$ cat src/rtl/core/sght_pkg.sv
// ----------------------------------------------------------------------------
// sght_pkg - shared types and constants of the spatial grid hash table
// Operation and status codes, controller states and the command / status
// words that pass between the controller and the datapath.
// ----------------------------------------------------------------------------
package sght_pkg;

  // Configuration register and bus
  localparam int CFG_W            = 11;
  localparam int BUCKET_COUNT_RST = 1024;
  localparam int APB_AW           = 3;
  localparam int APB_DW           = 32;
  localparam logic REG_BUCKET_COUNT = 1'b0;

  // Payload widths
  localparam int HANDLE_W = 16;

  // Hash coefficients
  localparam int HASH_KX = 541;
  localparam int HASH_KY = 79;
  localparam int HASH_KZ = 31;

  // Remainder unit: four quotient bits per cycle over a 32-bit magnitude
  localparam int MAG_W     = 32;
  localparam int DIV_BITS  = 4;
  localparam int DIV_STEPS = MAG_W / DIV_BITS;
  localparam int DIV_CNT_W = $clog2(DIV_STEPS);
  localparam int REM_W     = CFG_W + 1;

  typedef enum logic [1:0] {
    MODE_INSERT = 2'd0,
    MODE_REMOVE = 2'd1,
    MODE_LOOKUP = 2'd2
  } mode_e;

  typedef enum logic [1:0] {
    ST_OK        = 2'd0,
    ST_NOT_FOUND = 2'd1,
    ST_FULL      = 2'd2
  } status_e;

  typedef enum logic [3:0] {
    S_CLEAR,
    S_IDLE,
    S_HASH,
    S_DIV,
    S_FILL,
    S_DECIDE,
    S_RD,
    S_CMP,
    S_SHRD,
    S_SHWR,
    S_DONE
  } state_e;

  typedef struct packed {
    logic    clr_wr;
    logic    capture;
    logic    hash;
    logic    div_step;
    logic    fill_rd;
    logic    way_clr;
    logic    way_inc;
    logic    ent_rd;
    logic    ent_rd_next;
    logic    ins_wr;
    logic    shift_wr;
    logic    fill_dec;
    logic    res_set;
    status_e res_code;
    logic    res_handle;
    logic    out_load;
  } sght_cmd_t;

  typedef struct packed {
    logic clr_last;
    logic div_last;
    logic is_insert;
    logic is_remove;
    logic fill_full;
    logic way_lt_fill;
    logic next_lt_fill;
    logic hit;
    logic out_free;
  } sght_sts_t;

endpackage

$ cat src/rtl/core/sght_ctrl.sv
// ----------------------------------------------------------------------------
// sght_ctrl - request sequencer
// Walks each request through hash, remainder, bucket read, way scan and
// remove shift, and steps the fill-count clearing pass after reset.
// ----------------------------------------------------------------------------
module sght_ctrl (
  input  logic                clk_i,
  input  logic                rst_ni,
  input  logic                in_valid_i,
  output logic                in_ready_o,
  output sght_pkg::sght_cmd_t cmd_o,
  input  sght_pkg::sght_sts_t sts_i
);
  import sght_pkg::*;

  state_e state_q, state_d;

  // State register
  always_ff @(posedge clk_i or negedge rst_ni) begin
    if (!rst_ni) begin
      state_q <= S_CLEAR;
    end else begin
      state_q <= state_d;
    end
  end

  // Next state and commands
  always_comb begin
    state_d    = state_q;
    cmd_o      = '0;
    in_ready_o = 1'b0;
    unique case (state_q)
      S_CLEAR: begin
        cmd_o.clr_wr = 1'b1;
        if (sts_i.clr_last) state_d = S_IDLE;
      end
      S_IDLE: begin
        in_ready_o = 1'b1;
        if (in_valid_i) begin
          cmd_o.capture = 1'b1;
          state_d       = S_HASH;
        end
      end
      S_HASH: begin
        cmd_o.hash = 1'b1;
        state_d    = S_DIV;
      end
      S_DIV: begin
        cmd_o.div_step = 1'b1;
        if (sts_i.div_last) state_d = S_FILL;
      end
      S_FILL: begin
        cmd_o.fill_rd = 1'b1;
        state_d       = S_DECIDE;
      end
      S_DECIDE: begin
        cmd_o.res_set = 1'b1;
        if (sts_i.is_insert) begin
          state_d = S_DONE;
          if (sts_i.fill_full) begin
            cmd_o.res_code = ST_FULL;
          end else begin
            cmd_o.res_code = ST_OK;
            cmd_o.ins_wr   = 1'b1;
          end
        end else begin
          cmd_o.res_code = ST_NOT_FOUND;
          cmd_o.way_clr  = 1'b1;
          state_d        = S_RD;
        end
      end
      S_RD: begin
        if (sts_i.way_lt_fill) begin
          cmd_o.ent_rd = 1'b1;
          state_d      = S_CMP;
        end else begin
          state_d = S_DONE;
        end
      end
      S_CMP: begin
        if (sts_i.hit) begin
          cmd_o.res_set    = 1'b1;
          cmd_o.res_code   = ST_OK;
          cmd_o.res_handle = !sts_i.is_remove;
          state_d          = sts_i.is_remove ? S_SHRD : S_DONE;
        end else begin
          cmd_o.way_inc = 1'b1;
          state_d       = S_RD;
        end
      end
      S_SHRD: begin
        if (sts_i.next_lt_fill) begin
          cmd_o.ent_rd_next = 1'b1;
          state_d           = S_SHWR;
        end else begin
          cmd_o.fill_dec = 1'b1;
          state_d        = S_DONE;
        end
      end
      S_SHWR: begin
        cmd_o.shift_wr = 1'b1;
        cmd_o.way_inc  = 1'b1;
        state_d        = S_SHRD;
      end
      S_DONE: begin
        if (sts_i.out_free) begin
          cmd_o.out_load = 1'b1;
          state_d        = S_IDLE;
        end
      end
      default: state_d = S_IDLE;
    endcase
  end

endmodule

$ cat config.mk
export PLATFORM = sky130hd
export DESIGN_NAME = sght_ctrl
export DESIGN_NICKNAME = d
export VERILOG_FILES = /design/src/rtl/core/sght_pkg.sv /design/src/rtl/core/sght_ctrl.sv
export SDC_FILE = /design/constraint.sdc
export NUM_CORES = 1
export LEC_CHECK = 0
export ABC_AREA = 1
export BUFFER_PORTS_ARGS = -buffer_cell sky130_fd_sc_hd__buf_2
export CAP_MARGIN = 20
export CORE_MARGIN = 5
export CORE_UTILIZATION = 30
export CTS_BUF_LIST = sky130_fd_sc_hd__clkbuf_2
export CTS_CLUSTER_SIZE = 28
export DETAILED_ROUTE_END_ITERATION = 12
export MAX_ROUTING_LAYER = met4
export PLACE_DENSITY = 0.57
export RECOVER_POWER = 100
export SETUP_SLACK_MARGIN = 0.4
export SLEW_MARGIN = 10
export SYNTH_ARGS = -nofsm -noshare
export SYNTH_HDL_FRONTEND = slang
export SYNTH_SLANG_ARGS = --single-unit
$ cat constraint.sdc
create_clock -name clk_i -period 1.5 [get_ports clk_i]
set_input_delay 0.075 -clock clk_i [delete_from_list [all_inputs] [get_ports clk_i]]
set_output_delay 0.075 -clock clk_i [all_outputs]
set_load 0.02 [all_outputs]
==> out/qor.json <==
{
  "outcome": {"value": "completed"},
  "total_of_flip_flops_plus_latches_after_synthesis": {"value": 4},
  "cts_tree": {"value": "done"},
  "avgSynthCellArea": {"value": 5.11, "unit": "sq um"},
  "vias_in_the_first_global_route": {"value": 682},
  "vias_per_cell": {"value": 4.58},
  "data_arrival_time_at_the_worst_slack_endpoint": {"value": 1.32, "unit": "ns"},
  "fp.dieW": {"value": 50.4, "unit": "um"},
  "post_synth_and_or_nand_nor_area_fraction": {"value": 0.579},
  "synth.cell_area": {"value": 490, "unit": "sq um"},
  "slew_headroom": {"value": 0.831},
  "area_added_between_synthesis_and_finish": {"value": 90.8, "unit": "%"},
  "skew": {"value": 0.00261, "unit": "ns"},
  "startpoint_type": {"value": "flop"},
  "power.total": {"value": 1.47, "unit": "mW"},
  "critical_path.reg2reg.startpoint": {"value": "state_q[3]"},
  "power.density_cell_area": {"value": 1570, "unit": "nW/um^2"},
  "period_minus_slack": {"value": 1.40, "unit": "ns"},
  "grt_max_degree": {"value": 7},
  "yosys-mux-area-fraction": {"value": 0},
  "htree_levels": {"value": 1},
  "number_of_iterations_in_the_first_detailed_routing_pass": {"value": 4},
  "gp_routability_congestion": {"value": 0.769},
  "cp_max_fo": {"value": 5},
  "synth_compound_gate_area_share": {"value": 0.0408},
  "unrepaired_setup_endpoints_after_global_routing": {"value": "yes"},
  "antenna-diode-count": {"value": 0},
  "highest-signal-layer": {"value": "met3"},
  "yosys.area_share.adder": {"value": 0},
  "grt.overflow.total": {"value": 0},
  "most-common-layout-cells": {"value": "nand2_1, inv_1, buf_4, buf_2, buf_6"},
  "finalSetupViolations": {"value": 0},
  "tritoncts.num_buffers": {"value": 3},
  "placement_rows": {"value": 14},
  "layout_worst_path_cycle_share": {"value": 0.933},
  "netlist-cell-type-count": {"value": 12},
  "setup_tns": {"value": 0, "unit": "ns"},
  "antenna_found_initial": {"value": 0},
  "final_common_cell": {"value": "nand2_1"},
  "drt.antenna.violating_nets": {"value": 0},
  "hold-worst-slack": {"value": 0.229, "unit": "ns"},
  "average_routed_wire_per_standard_cell": {"value": 11.5, "unit": "um"},
  "initial_utilization": {"value": 0.322},
  "peakVddDrop": {"value": 0.942, "unit": "mV"},
  "biggestRegsByFlops": {"value": "state_q x4"},
  "slew_viol_final": {"value": 0},
  "post_route_cells_drive_above_1_share": {"value": 0.529},
  "clockBufferDepth": {"value": 2},
  "dr_wl_met3": {"value": 120, "unit": "um"},
  "die_height": {"value": 50.4, "unit": "um"},
  "gr-usage-all-layers": {"value": 0.137},
  "final_design_area_no_fill": {"value": 936, "unit": "sq um"},
  "largest_reg_flops": {"value": 4},
  "hold_violations": {"value": 0},
  "max_flop_register": {"value": "state_q"},
  "detailroute.via_count": {"value": 714},
  "setup.worst_path.start": {"value": "state_q[3]"},
  "design.core.area": {"value": 1520, "unit": "sq um"},
  "total_leakage_power": {"value": 0.550, "unit": "nW"},
  "sequential_share_of_the_synthesized_area": {"value": 0.204},
  "timing.max_cap.violations": {"value": 0},
  "routed-wl-met2": {"value": 986, "unit": "um"},
  "wl": {"value": 1.80, "unit": "mm"},
  "min_path_type": {"value": "in -> async"},
  "place.port_buffers": {"value": 29},
  "crit_buf_inv": {"value": 3},
  "ctsRootBufferMaster": {"value": "clkbuf_2"},
  "syn-instance-count": {"value": 96},
  "worst_path_max_delay_cell": {"value": "dfrtp_2"},
  "design.die.area": {"value": 2540, "unit": "sq um"},
  "pre_cts_ws": {"value": 0.211, "unit": "ns"},
  "cp_slowest_stage_delay": {"value": 0.44, "unit": "ns"},
  "num-nets-final": {"value": 154},
  "drc": {"value": 0},
  "drt-met1-wl": {"value": 692, "unit": "um"},
  "clock_latency": {"value": 0.20, "unit": "ns"},
  "path_cells": {"value": "buf_6, nor2_4, nand2_1, inv_1, clkbuf_1"},
  "grt_pass1_wl": {"value": 2.74, "unit": "mm"},
  "clk_pin_slew": {"value": 0.04, "unit": "ns"},
  "cp_top_family": {"value": "flip-flops"},
  "dpl.hpwl": {"value": 1.26, "unit": "mm"},
  "worst_slack": {"value": 0.100, "unit": "ns"},
  "drt_iter0_drc": {"value": 17},
  "critical_path_class": {"value": "reg -> out"},
  "yosys.area_share.xor_xnor": {"value": 0},
  "synth_top_family_by_area": {"value": "simple AND/OR/NAND/NOR gates"},
  "tightestPinTransition": {"value": 0.254, "unit": "ns"},
  "crit_required": {"value": 1.42, "unit": "ns"},
  "critical_path.endpoint_type": {"value": "output port"},
  "design.portCount": {"value": 30},
  "synth_warnings": {"value": 0},
  "placement.cell_area": {"value": 683, "unit": "sq um"},
  "clock.fmax": {"value": 715, "unit": "MHz"},
  "clock_sink_count": {"value": 4},
  "syn_nets": {"value": 108}
}
-- report_power, final --
| group | leakage [nW] | switching [mW] | internal, mW |
|---|---|---|---|
| clock network | 0.0125 | 0.0417 | 0.0538 |
| logic | 0.492 | 0.646 | 0.445 |
| registers | 0.0456 | 0.117 | 0.163 |
-- logic make-up (layout without fill, tap and decap cells) --
kind of cell    count (synthesis)  after routing
flops                           4              4
simple gates                   65             65
buf+inv                        23             67
compound gates                  4              4
-- synth_stat cells (all sizes together) --
library cell,count,share of area
nor2,22,0.21
nand2,33,0.26
nor3,1,0.010
dfrtp,4,0.20
nand3b,1,0.015
nand3,8,0.082
inv,23,0.18
o21ai,4,0.041
-- what timing repair did --
action / CTS / global route
setup buffers: 8 / 3
hold endpoints to repair: 4 / 0
hold buffers: 1 / 0
gates resized for setup: 45 / 17
setup endpoints to repair: 22 / 22
pin swaps: 8 / 9
-- through the flow --
stage          instances   util
2_1_floorplan         96      -
3_3_place_gp         141  0.448
3_5_place_dp         141  0.448
4_1_cts              153  0.579
5_1_grt              156  0.614
6_report             156  0.614
-- metal layers --
metal | vias up | GRT usage
met4 | 0 | 0.0383
met5 | - | -
met3 | 0 | 0.0207
li1 | 373 | -
met2 | 22 | 0.259
met1 | 319 | 0.143
-- area by class of cell --
class / instances / area, sq um
clock buffer: 3 / 15.0
fill: 146 / 588
inverter: 23 / 88.8
multi-input combinational: 69 / 399
sequential: 4 / 105
tap: 16 / 20.0
timing repair buffer: 41 / 308
-- final timing paths --
kind / cells past startpoint / endpoint / slack (ns)
worst min register to register: 2 / state_q[0] / 0.66
worst min-delay path: 2 / state_q[1] / 0.23
max in group asynchronous: 2 / state_q[0] / 1.06
worst max register to register: 9 / state_q[0] / 0.17
worst max-delay path: 5 / cmd_o[16] / 0.10
min in group clk_i: 4 / state_q[3] / 0.23
(Power assumes the default switching activity.)
